`src/rtl/glpd_pkg.sv`:
```
`timescale 1ns / 1ps
package glpd_pkg;

    localparam int TABLE_AW          = 12;
    localparam int TABLE_DEPTH       = 1 << TABLE_AW;
    localparam int MAX_CODE_BITS_DEF = 12;
    localparam int CFG_IW            = 3;

    // request codes
    localparam logic [1:0] REQ_FEED    = 2'd0;
    localparam logic [1:0] REQ_PULL    = 2'd1;
    localparam logic [1:0] REQ_RESTART = 2'd2;
    localparam logic [1:0] REQ_BAD     = 2'd3;

    // register indexes
    localparam logic [CFG_IW-1:0] CFG_LEFT       = 3'd0;
    localparam logic [CFG_IW-1:0] CFG_TOP        = 3'd1;
    localparam logic [CFG_IW-1:0] CFG_WIDTH      = 3'd2;
    localparam logic [CFG_IW-1:0] CFG_HEIGHT     = 3'd3;
    localparam logic [CFG_IW-1:0] CFG_INTERLACED = 3'd4;

    typedef enum logic [2:0] {
        ST_TAKEN,
        ST_REFUSED,
        ST_PIXEL,
        ST_NEED_BYTE,
        ST_DONE
    } status_t;

    typedef enum logic [1:0] {
        PH_SIZE,
        PH_LENGTH,
        PH_DATA,
        PH_DONE
    } phase_t;

    typedef enum logic [2:0] {
        S_IDLE,
        S_PULL,
        S_SETTLE,
        S_PLEN,
        S_LEN,
        S_WALK,
        S_TAIL
    } state_t;

    typedef struct packed {
        logic [TABLE_AW-1:0] base;
        logic [7:0]          ch;
        logic [TABLE_AW:0]   len;
    } entry_t;

    typedef struct packed {
        logic [15:0] x;
        logic [15:0] y;
        logic [3:0]  step;
    } cursor_t;

    // stored length, forced into 1..TABLE_DEPTH
    function automatic logic [TABLE_AW:0] clamp_len(input logic [TABLE_AW:0] len);
        logic [TABLE_AW:0] r;
        r = len;
        if (len == '0)
            r = (TABLE_AW+1)'(1);
        else if (len > (TABLE_AW+1)'(TABLE_DEPTH))
            r = (TABLE_AW+1)'(TABLE_DEPTH);
        return r;
    endfunction

endpackage

```
`src/rtl/glpd_cursor.sv`:
```
`timescale 1ns / 1ps
module glpd_cursor import glpd_pkg::*; (
    input  cursor_t     cur,
    input  logic [15:0] left_edge,
    input  logic [15:0] top_edge,
    input  logic [15:0] image_width,
    input  logic [15:0] image_height,
    output cursor_t     nxt,
    output logic [15:0] pixel_x,
    output logic [15:0] pixel_y
);

    logic [16:0] sx;
    logic [16:0] sy;
    logic [16:0] nx;
    logic [16:0] ny;
    logic [3:0]  step;

    // screen position, saturating
    always_comb
    begin
        sx      = 17'(left_edge) + 17'(cur.x);
        sy      = 17'(top_edge) + 17'(cur.y);
        pixel_x = sx[16] ? 16'hffff : sx[15:0];
        pixel_y = sy[16] ? 16'hffff : sy[15:0];
    end

    // column step, row step and interlace pass changes
    always_comb
    begin
        nx   = 17'(cur.x) + 17'd1;
        ny   = 17'(cur.y);
        step = cur.step;
        nxt  = cur;
        if (nx < 17'(image_width))
        begin
            nxt.x = nx[15:0];
        end
        else
        begin
            nxt.x = '0;
            ny    = 17'(cur.y) + 17'(cur.step);
            if (ny >= 17'(image_height) && (cur.step == 4'd8 || cur.step == 4'd4))
            begin
                if (cur.step == 4'd8 && cur.y[2:0] == 3'd0)
                begin
                    step = 4'd8;
                    ny   = 17'd4;
                end
                else if (cur.step == 4'd8)
                begin
                    step = 4'd4;
                    ny   = 17'd2;
                end
                else
                begin
                    step = 4'd2;
                    ny   = 17'd1;
                end
                if (step == 4'd8 && ny >= 17'(image_height))
                begin
                    step = 4'd4;
                    ny   = 17'd2;
                end
                if (step == 4'd4 && ny >= 17'(image_height))
                begin
                    step = 4'd2;
                    ny   = 17'd1;
                end
            end
            nxt.step = step;
            nxt.y    = ny[16] ? 16'hffff : ny[15:0];
        end
    end

endmodule

```
`config.mk`:
```
export PLATFORM = sky130hd
export DESIGN_NAME = glpd_cursor
export DESIGN_NICKNAME = d
export VERILOG_FILES = /design/src/rtl/glpd_pkg.sv /design/src/rtl/glpd_cursor.sv
export SDC_FILE = /design/constraint.sdc
export NUM_CORES = 1
export LEC_CHECK = 0
export BUFFER_PORTS_ARGS = -buffer_cell sky130_fd_sc_hd__buf_2
export CAP_MARGIN = 20
export CORE_UTILIZATION = 47
export DETAILED_ROUTE_END_ITERATION = 6
export PLACE_DENSITY = 0.86
export SYNTH_ARGS = -nofsm -noshare
export SYNTH_HDL_FRONTEND = slang
export SYNTH_SLANG_ARGS = --single-unit
```
`constraint.sdc`:
```
create_clock -name vclk -period 5.6
set_input_delay 0.56 -clock vclk [all_inputs]
set_output_delay 0.56 -clock vclk [all_outputs]
set_load 0.03 [all_outputs]
```
### Word level (Yosys, flattened, before mapping)

Index checks and enable logic that the tools add are counted.

| word-level totals | value |
|---|---|
| input bits | 100 |
| word-level logic and storage cells | 42 |
| register bits | 0 |
| output and inout port bits | 68 |

| operators by class | value |
|---|---|
| add/sub/neg operators | 4 |
| eq/ne operators | 4 |
| reductions and logical operators | 6 |
| order comparisons | 4 |
| mux-type cells | 24 |

Operators with widths:

| cell | count |
|---|---|
| $mux W17 | 8 |
| $mux W16 | 4 |
| $ge A17 B16 Y1 | 3 |
| $add A16 B16 Y17 | 2 |
| $mux W4 | 8 |
| $mux W20 | 1 |
| $add A16 B1 Y17 const B | 1 |
| $add A16 B4 Y17 | 1 |
| $lt A17 B16 Y1 | 1 |
| $eq A4 B3 Y1 const B | 2 |
| $eq A4 B4 Y1 const B | 2 |
| $mux W3 | 2 |
| $logic_and A1 B1 Y1 | 4 |
| $logic_not A3 Y1 | 1 |
| $mux W2 | 1 |
| $logic_or A1 B1 Y1 | 1 |

### Depth between registers and ports, before layout

Gate-level depths: netlist (run 1).

| depth | value |
|---|---|
| depth in word-level cells | 17 |
| depth in mapped cells | 18 |
| gate-level depth less buffers | 17 |

### Worst setup path before layout (run 1)

Ideal clock, no wire load.

| timing | value |
|---|---|
| path kind | input port to output port |
| from | input port cur[0] in the netlist's numbering |
| to | output port nxt[5] in the netlist's numbering |
| data arrival time | 4195 ps |
| required time | 5040 ps |
| buffers on the path | 0 |
| setup slack | 845 ps |
| stages on the path | 17 |
| cell sequence | ha_1 > fa_1 > a211oi_2 > nor2_2 > nand2_4 > nor2_4 > nand3_1 > xnor2_1 > ha_1 > a21oi_1 > o21ai_1 > a21oi_1 > nor2b_1 > o41a_1 > o311ai_4 > mux2_2 > mux2i_1 |

RTL lines:

| what | RTL line | text |
|---|---|---|
| from (decl) | glpd_cursor.sv:3 | `input cursor_t cur,` |
| to (decl) | glpd_cursor.sv:8 | `output cursor_t nxt,` |

==> results of run 1 <==
[worst min-delay path by stage]
stage / start / to / cells past startpoint
2_1_floorplan: cur[20] / nxt[20] / 1
3_3_place_gp: cur[0] / nxt[0] / 2
3_5_place_dp: cur[0] / nxt[0] / 2
4_1_cts: cur[0] / nxt[0] / 2
5_1_grt: cur[0] / nxt[0] / 2
6_report: cur[0] / nxt[0] / 2
[per-stage QoR]
stage                     cell area, µm²   util  std cells  setup slack (ns)  hold WS, ns
after floorplan                     3680      -        531             0.845         1.23
after global placement              4590  0.620        789             0.755         1.40
after detailed placement            4590  0.620        789             0.647         1.40
after CTS                           4590  0.620        789             0.646         1.40
after global routing                4590  0.620        789             0.266         1.41
final                               4590  0.620        789             0.631         1.41
[cells in the final DEF, fill, tap and decap left out, types with 3 or more instances in the layout]
cell / n
mux2i_1: 4
o21a_1: 7
buf_2: 168
nor4_1: 3
nand3_1: 23
nand4_1: 9
inv_1: 50
and2_1: 6
nand2_1: 48
o211ai_1: 6
nor2b_1: 20
a211oi_1: 6
nor2_1: 36
nand2b_1: 14
or2_2: 3
a21o_1: 12
xnor2_1: 23
o21ai_1: 6
a21oi_1: 41
nor3_1: 11
o21ai_0: 32
xor2_1: 24
buf_4: 3
o2111ai_1: 5
fa_1: 3
a31oi_1: 9
ha_1: 73
a211o_1: 4
and3_1: 8
[final cells by class]
type / instances / area (µm²)
Fill cell: 718 / 2820
Inverter: 50 / 188
Multi-Input combinational cell: 469 / 3420
Tap cell: 99 / 124
Timing Repair Buffer: 171 / 863
[logic make-up after synthesis]
family / after synthesis / synth area share
and+or+nand+nor: 193 / 0.265
AOI/OAI and AO/OA: 147 / 0.269
muxes: 6 / 0.0180
adders and majority gates: 76 / 0.264
buffers and inverters: 62 / 0.0717
xor gates and xnor gates: 47 / 0.112
[report_power, final]
group / switching, mW / internal [mW] / leakage (nW) / total, mW
Combinational: 0.400 / 0.226 / 2.47 / 0.626
Clock: 0 / 0 / 0 / 0
Sequential: 0 / 0 / 0 / 0
Total: 0.400 / 0.226 / 2.47 / 0.626
[per-layer routing]
| layer | wire, µm | GRT usage |
|---|---|---|
| met4 | 286 | 0.0632 |
| met5 | 0 | 0 |
| met3 | 428 | 0.00421 |
| met1 | 4940 | 0.333 |
| met2 | 5430 | 0.473 |
==> impl_metrics.env, run 1 <==
export IMPL_yosysMostFrequentCell="ha_1"
export IMPL_timing_critical_path_from="cur[6]"
export IMPL_critical_path_buf_inv_count=3
export IMPL_cts_setup_buffers=0
export IMPL_io_pins=168
export IMPL_synth_top_area_frac=0.248
export IMPL_crit_path_top_delay_cell="o41a_1"
export IMPL_arrival_ns=4.41
export IMPL_worstSetupPathType="primary input to primary output"
export IMPL_crit_chain="buf_2, ha_1, nand3_1, o211ai_1, nand2_1, nor2_1, nand2_1, xnor2_1, ha_1, nand2_1, o21ai_1, a21oi_1, nor2b_1, o41a_1, o311ai_4, buf_4, o21ai_0, a21oi_1, buf_2"
export IMPL_ys_warnings_count=0
export IMPL_nNetsFinal=868
export IMPL_start_util=0.497
export IMPL_outcome="complete, no violations"
export IMPL_max_stage_delay_ns=0.43
export IMPL_drc=0
export IMPL_tightest_slew_ns=0.772
export IMPL_fp_dieW_um=90.5
export IMPL_start_kind="primary input"
export IMPL_cp_common_cell="nand2_1"
export IMPL_antenna_cells=0
export IMPL_netlist_cell_type_count=59
export IMPL_crit_family="compound AO/OA/AOI/OAI gates"
export IMPL_numPortBuffers=168
export IMPL_ff_latch_area_um2=0
export IMPL_fin_crit_ns=4.97
export IMPL_drt_iter0_drc=194
export IMPL_min_path_type="primary input to primary output"
export IMPL_antenna_found_initial=0
export IMPL_required_ns=5.04
export IMPL_vias_per_cell=5.66
export IMPL_netlist_area_mm2=0.00368
export IMPL_synth_area_leaders="ha_1, xor2_1, a21oi_1, xnor2_1, inv_1"
export IMPL_ant_nets=0
export IMPL_detailed_place_hpwl_mm=9.67
export IMPL_dieArea_mm2=0.00819
export IMPL_grt_pass1_vias=4213
export IMPL_via_count=4464
export IMPL_peakVddDrop_mv=0.0730
export IMPL_finalSetupViolCount=0
export IMPL_cts_hold_buf=0
export IMPL_drive_above_1_share=0.277
export IMPL_final_hold_viol_count=0
export IMPL_tns_ns=0
export IMPL_report_final_slew_viol_count=0
export IMPL_area_growth_pct=24.7
export IMPL_core_mm2=0.00741
export IMPL_grt_pass1_wl_mm=18.5
export IMPL_grt_ovfl_total=0
export IMPL_synth_top_cells_by_count="ha_1, inv_1, nand2_1"
export IMPL_max_freq_mhz=201
export IMPL_syn_avg_cell_area_um2=6.93
export IMPL_drt_pre_antenna_iters=5
export IMPL_rsz0062_at_grt="false"
export IMPL_die_h_um=90.5
export IMPL_power_per_cell_area_mw_per_mm2=136
export IMPL_synth_cells=531
export IMPL_wl_per_cell_um=14.0
export IMPL_synthesis_nets=707
export IMPL_yosysSeqAreaShare=0
export IMPL_crit_fanout=12
export IMPL_yosys_area_top_type="ha_1"
export IMPL_drt_wl_total_mm=11.1
export IMPL_design_seq_count=0
export IMPL_path_depth=19
export IMPL_max_slew_margin_rel=0.485
export IMPL_clockBufferCount=0
export IMPL_crit_end="nxt[19]"
export IMPL_leakagePower_nw=2.47
export IMPL_placement_rows=31
export IMPL_grt_max_degree=20
export IMPL_ctsResizeCount=0
export IMPL_fin_total_pwr_mw=0.626
export IMPL_maxCapViolations=0
export IMPL_cp_end_kind="primary output"
export IMPL_grt_use_total=0.259
export IMPL_finalCritPeriodShare=0.887
export IMPL_finalWeightedCongestion=0.902
(Power assumes the default switching activity.)
==> inputs of run 2 (changes only) <==
--- a/config.mk
+++ b/config.mk
@@ -10,6 +10,7 @@
 export CORE_UTILIZATION = 47
 export DETAILED_ROUTE_END_ITERATION = 6
 export PLACE_DENSITY = 0.86
+export RECOVER_POWER = 50
 export SYNTH_ARGS = -nofsm -noshare
 export SYNTH_HDL_FRONTEND = slang
 export SYNTH_SLANG_ARGS = --single-unit
==> run 2 against run 1 <==
Net effect:
- worst hold slack better by 0.031 ns
- sequential cell count did not move
- utilization decreased by 0.93 points
- largest cell class unchanged
- largest power group unchanged
==> impl_metrics.env, run 2 (synthesis results as in run 1) <==
export IMPL_tightest_slew_ns=1.23
export IMPL_fin_crit_ns=4.97
export IMPL_wl_per_cell_um=14.1
export IMPL_power_clock_fraction=0
export IMPL_vias_per_cell=5.62
export IMPL_ctsResizeCount=0
export IMPL_clockBufferCount=0
export IMPL_max_freq_mhz=201
export IMPL_crit_fanout=12
export IMPL_antenna_found_initial=0
export IMPL_cp_end_kind="primary output"
export IMPL_via_count=4437
export IMPL_finalWeightedCongestion=0.902
export IMPL_grt_use_total=0.259
export IMPL_maxCapViolations=0
export IMPL_seqPwrFrac=0
export IMPL_dp_slack_ns=0.647
export IMPL_placement_rows=31
export IMPL_grt_max_degree=20
export IMPL_grt_pass1_wl_mm=18.5
export IMPL_fill_cells=737
export IMPL_leakagePower_nw=2.39
export IMPL_drt_pre_antenna_iters=5
export IMPL_finalCritPeriodShare=0.887
export IMPL_area_growth_pct=22.9
export IMPL_grt_pass1_vias=4213
export IMPL_drt_wl_total_mm=11.1
export IMPL_cts_hold_buf=0
export IMPL_timing_critical_path_from="cur[4]"
export IMPL_ant_nets=0
export IMPL_outcome="complete, no violations"
export IMPL_drc=0
export IMPL_design_seq_count=0
export IMPL_tns_ns=0
export IMPL_drt_iter0_drc=197
export IMPL_final_cell_mix="buf_2, ha_1, inv_1"
export IMPL_combPwrFrac=1.000
export IMPL_use_met2=0.473
export IMPL_core_mm2=0.00741
export IMPL_final_setup_worst_slack_ns=0.633
export IMPL_required_ns=5.04
export IMPL_report_final_slew_viol_count=0
export IMPL_net_switching_power_mw=0.399
export IMPL_grt_busiest_layer="met2"
export IMPL_hold_slack_ns=1.44
export IMPL_worstSetupPathType="primary input to primary output"
export IMPL_power_per_cell_area_mw_per_mm2=135
export IMPL_grtUsageMet3=0.00421
export IMPL_final_hold_viol_count=0
export IMPL_met1_usage=0.333
export IMPL_swShare=0.652
export IMPL_dieArea_mm2=0.00819
export IMPL_io_pins=168
export IMPL_ff_latch_area_um2=0
export IMPL_grt_ovfl_total=0
export IMPL_fp_dieW_um=90.5
export IMPL_nNetsFinal=868
export IMPL_start_kind="primary input"
export IMPL_peakVddDrop_mv=0.0734
export IMPL_min_path_type="primary input to primary output"
export IMPL_multi_input_comb_area_mm2=0.00338
export IMPL_whs_path_depth=2
export IMPL_rsz0062_at_grt="false"
export IMPL_drive_above_1_share=0.229
export IMPL_internal_power_mw=0.213
export IMPL_antenna_cells=0
export IMPL_max_slew_margin_rel=0.182
export IMPL_start_util=0.497
export IMPL_die_h_um=90.5
export IMPL_cts_setup_buffers=0
export IMPL_final_common_cell="buf_2"
export IMPL_arrival_ns=4.41
export IMPL_finalSetupViolCount=0
export IMPL_detailed_place_hpwl_mm=9.67
export IMPL_numPortBuffers=168
export IMPL_hold_path_end="nxt[0]"
export IMPL_min_from="cur[0]"
run 2: power by group through the flow:
stage / sequential [mW] / combinational [mW] / clock [mW]
finish: 0 / 0.612 / 0
CTS: 0 / 0.623 / 0
global placement: 0 / 0.604 / 0
floorplan: 0 / 0.442 / 0
global route: 0 / 0.669 / 0
detailed placement: 0 / 0.620 / 0
run 2: layer usage:
layer | vias to the layer above | part of all wire | wire [µm]
met5 | - | 0 | 0
met3 | 26 | 0.036 | 398
met4 | 0 | 0.022 | 250
met1 | 2032 | 0.45 | 5030
li1 | 2232 | - | -
met2 | 147 | 0.49 | 5460
run 2: worst max path at each step:
stage / end
floorplan: nxt[5]
global placement: nxt[9]
detailed placement: nxt[5]
CTS: nxt[5]
global route: nxt[15]
finish: nxt[19]
run 2: through the flow:
step | util | instances | power, mW | cell area, µm²
after global routing | 0.611 | 789 | 0.669 | 4520
after CTS | 0.620 | 789 | 0.623 | 4590
final | 0.611 | 789 | 0.612 | 4520
after global placement | 0.620 | 789 | 0.604 | 4590
after floorplan | - | 531 | 0.442 | 3680
after detailed placement | 0.620 | 789 | 0.620 | 4590
run 2: layout make-up:
class,count,share of cell area
well taps,99,0.0274
multi-input cells,469,0.748
inverters,50,0.0415
repair buffers,171,0.183
run 2: critical path, cell delays in order:
cell	delay, ns
buf_2	0.13
ha_1	0.20
fa_1	0.44
a211oi_2	0.24
nor2_2	0.10
nand2_4	0.10
nor2_4	0.06
nand3_1	0.10
xnor2_1	0.15
ha_1	0.28
a21oi_1	0.14
o21ai_1	0.07
a21oi_1	0.15
nor2b_1	0.07
o41a_1	0.43
o311ai_4	0.41
buf_4	0.26
o21ai_0	0.09
a21oi_1	0.19
buf_2	0.22
==> inputs of run 3 (changes only) <==
--- a/config.mk
+++ b/config.mk
@@ -7,9 +7,11 @@
 export LEC_CHECK = 0
 export BUFFER_PORTS_ARGS = -buffer_cell sky130_fd_sc_hd__buf_2
 export CAP_MARGIN = 20
-export CORE_UTILIZATION = 47
+export CELL_PAD_IN_SITES_DETAIL_PLACEMENT = 0
+export CELL_PAD_IN_SITES_GLOBAL_PLACEMENT = 1
+export CORE_UTILIZATION = 34
 export DETAILED_ROUTE_END_ITERATION = 6
-export PLACE_DENSITY = 0.86
+export PLACE_DENSITY = 0.91
 export RECOVER_POWER = 50
 export SYNTH_ARGS = -nofsm -noshare
 export SYNTH_HDL_FRONTEND = slang
==> constraint.sdc (replaced) <==
create_clock -name vclk -period 4.8
set_input_delay 0.48 -clock vclk [all_inputs]
set_output_delay 0.48 -clock vclk [all_outputs]
set_load 0.03 [all_outputs]
==> run 3 against run 2 <==
Net effect:
- final cell count increased by 5.6%
- via count decreased by 1.1%
- critical path type unchanged
- wire length increased by 5.6%
==> impl_metrics.env, run 3 (synthesis results as in run 1) <==
export IMPL_drc=0
export IMPL_required_ns=4.32
export IMPL_antenna_found_initial=0
export IMPL_start_kind="primary input"
export IMPL_numPortBuffers=168
export IMPL_leakagePower_nw=2.47
export IMPL_fin_crit_ns=4.63
export IMPL_vias_per_cell=5.27
export IMPL_grt_pass1_wl_mm=18.5
export IMPL_grt_ovfl_total=0
export IMPL_fin_total_pwr_mw=0.733
export IMPL_worstSetupPathType="primary input to primary output"
export IMPL_final_common_cell="buf_2"
export IMPL_critical_path_buf_inv_count=3
export IMPL_crit_path_top_delay_cell="o41a_1"
export IMPL_drive_above_1_share=0.264
export IMPL_internal_power_mw=0.262
export IMPL_ff_latch_area_um2=0
export IMPL_max_freq_mhz=216
export IMPL_finalSetupViolCount=0
export IMPL_outcome="complete, no violations"
export IMPL_power_clock_fraction=0
export IMPL_grt_use_total=0.195
export IMPL_tns_ns=0
export IMPL_core_mm2=0.0104
export IMPL_crit_family="compound AO/OA/AOI/OAI gates"
export IMPL_grt_pass1_vias=4190
export IMPL_start_util=0.353
export IMPL_drt_pre_antenna_iters=4
export IMPL_crit_fanout=6
export IMPL_clockBufferCount=0
export IMPL_cp_end_kind="primary output"
export IMPL_final_hold_viol_count=0
export IMPL_die_h_um=106
export IMPL_dieArea_mm2=0.0112
export IMPL_via_count=4386
export IMPL_drt_iter0_drc=127
export IMPL_crit_chain="buf_4, ha_4, fa_2, a211oi_2, nor2_2, nand2_4, nor2_4, nand3_2, xnor2_2, ha_1, a21oi_2, o21ai_1, a21oi_1, nor2b_1, o41a_1, o311ai_4, buf_6, nor2b_2, mux2_4, buf_4"
export IMPL_arrival_ns=4.15
export IMPL_drt_wl_total_mm=11.8
export IMPL_ant_nets=0
export IMPL_design_seq_count=0
export IMPL_finalWeightedCongestion=0.926
export IMPL_max_stage_delay_ns=0.42
export IMPL_detailed_place_hpwl_mm=10.1
export IMPL_net_switching_power_mw=0.471
export IMPL_combPwrFrac=1.000
export IMPL_finalCritPeriodShare=0.965
export IMPL_cts_hold_buf=0
export IMPL_antenna_cells=0
export IMPL_io_pins=168
export IMPL_final_cell_mix="buf_2, ha_1, inv_1"
export IMPL_wl_per_cell_um=14.1
export IMPL_power_per_cell_area_mw_per_mm2=154
export IMPL_swShare=0.643
export IMPL_seqPwrFrac=0
export IMPL_max_slew_margin_rel=0.197
export IMPL_dp_slack_ns=0.103
export IMPL_cp_common_cell="buf_4"
export IMPL_peakVddDrop_mv=0.0857
export IMPL_report_final_slew_viol_count=0
export IMPL_tightest_slew_ns=1.20
export IMPL_area_growth_pct=29.3
export IMPL_nNetsFinal=875
export IMPL_fp_dieW_um=106
export IMPL_grt_max_degree=16
export IMPL_final_setup_worst_slack_ns=0.168
export IMPL_hold_slack_ns=1.31
export IMPL_maxCapViolations=0
export IMPL_placement_rows=37
export IMPL_min_path_type="primary input to primary output"
==> run 3: cell types whose count changed in the layout (fill, tap and decap cells not counted), sizes merged <==
cell    change
clkbuf      +1
buf         +6
==> run 3: stage by stage <==
stage                     utilization  instance area (µm²)  cells
after CTS                       0.447                 4660    829
final                           0.457                 4760    833
after global routing            0.457                 4760    833
after detailed placement        0.447                 4660    829
after floorplan                     -                 3680    531
after global placement          0.447                 4660    829
==> run 3: routing by layer <==
layer / wire, µm / GRT usage / vias up
met3: 690 / 0.0172 / 8
met5: 0 / 0 / -
met2: 5890 / 0.387 / 149
met4: 108 / 0.0188 / 0
li1: - / - / 2237
met1: 5070 / 0.230 / 1992
==> run 3: final cells by class <==
cell class,count,area (µm²)
Tap cell,136,170
Fill cell,1114,5660
Timing Repair Buffer,178,898
Multi-Input combinational cell,469,3500
Inverter,50,188
==> run 3: final timing paths <==
kind  cells past startpoint    from     end
max                      20  cur[4]  nxt[3]
min                       2  cur[0]  nxt[0]
==> run 3: power groups by stage <==
| stage | registers (mW) | logic, mW | clock network (mW) |
|---|---|---|---|
| 2_1_floorplan | 0 | 0.515 | 0 |
| 3_3_place_gp | 0 | 0.717 | 0 |
| 3_5_place_dp | 0 | 0.729 | 0 |
| 4_1_cts | 0 | 0.733 | 0 |
| 5_1_grt | 0 | 0.803 | 0 |
| 6_report | 0 | 0.733 | 0 |
==> run 3: what timing repair did <==
item                                    CTS  global route
setup buffers                             0             3
resized for setup                         0            32
endpoints found under the setup margin    0            15
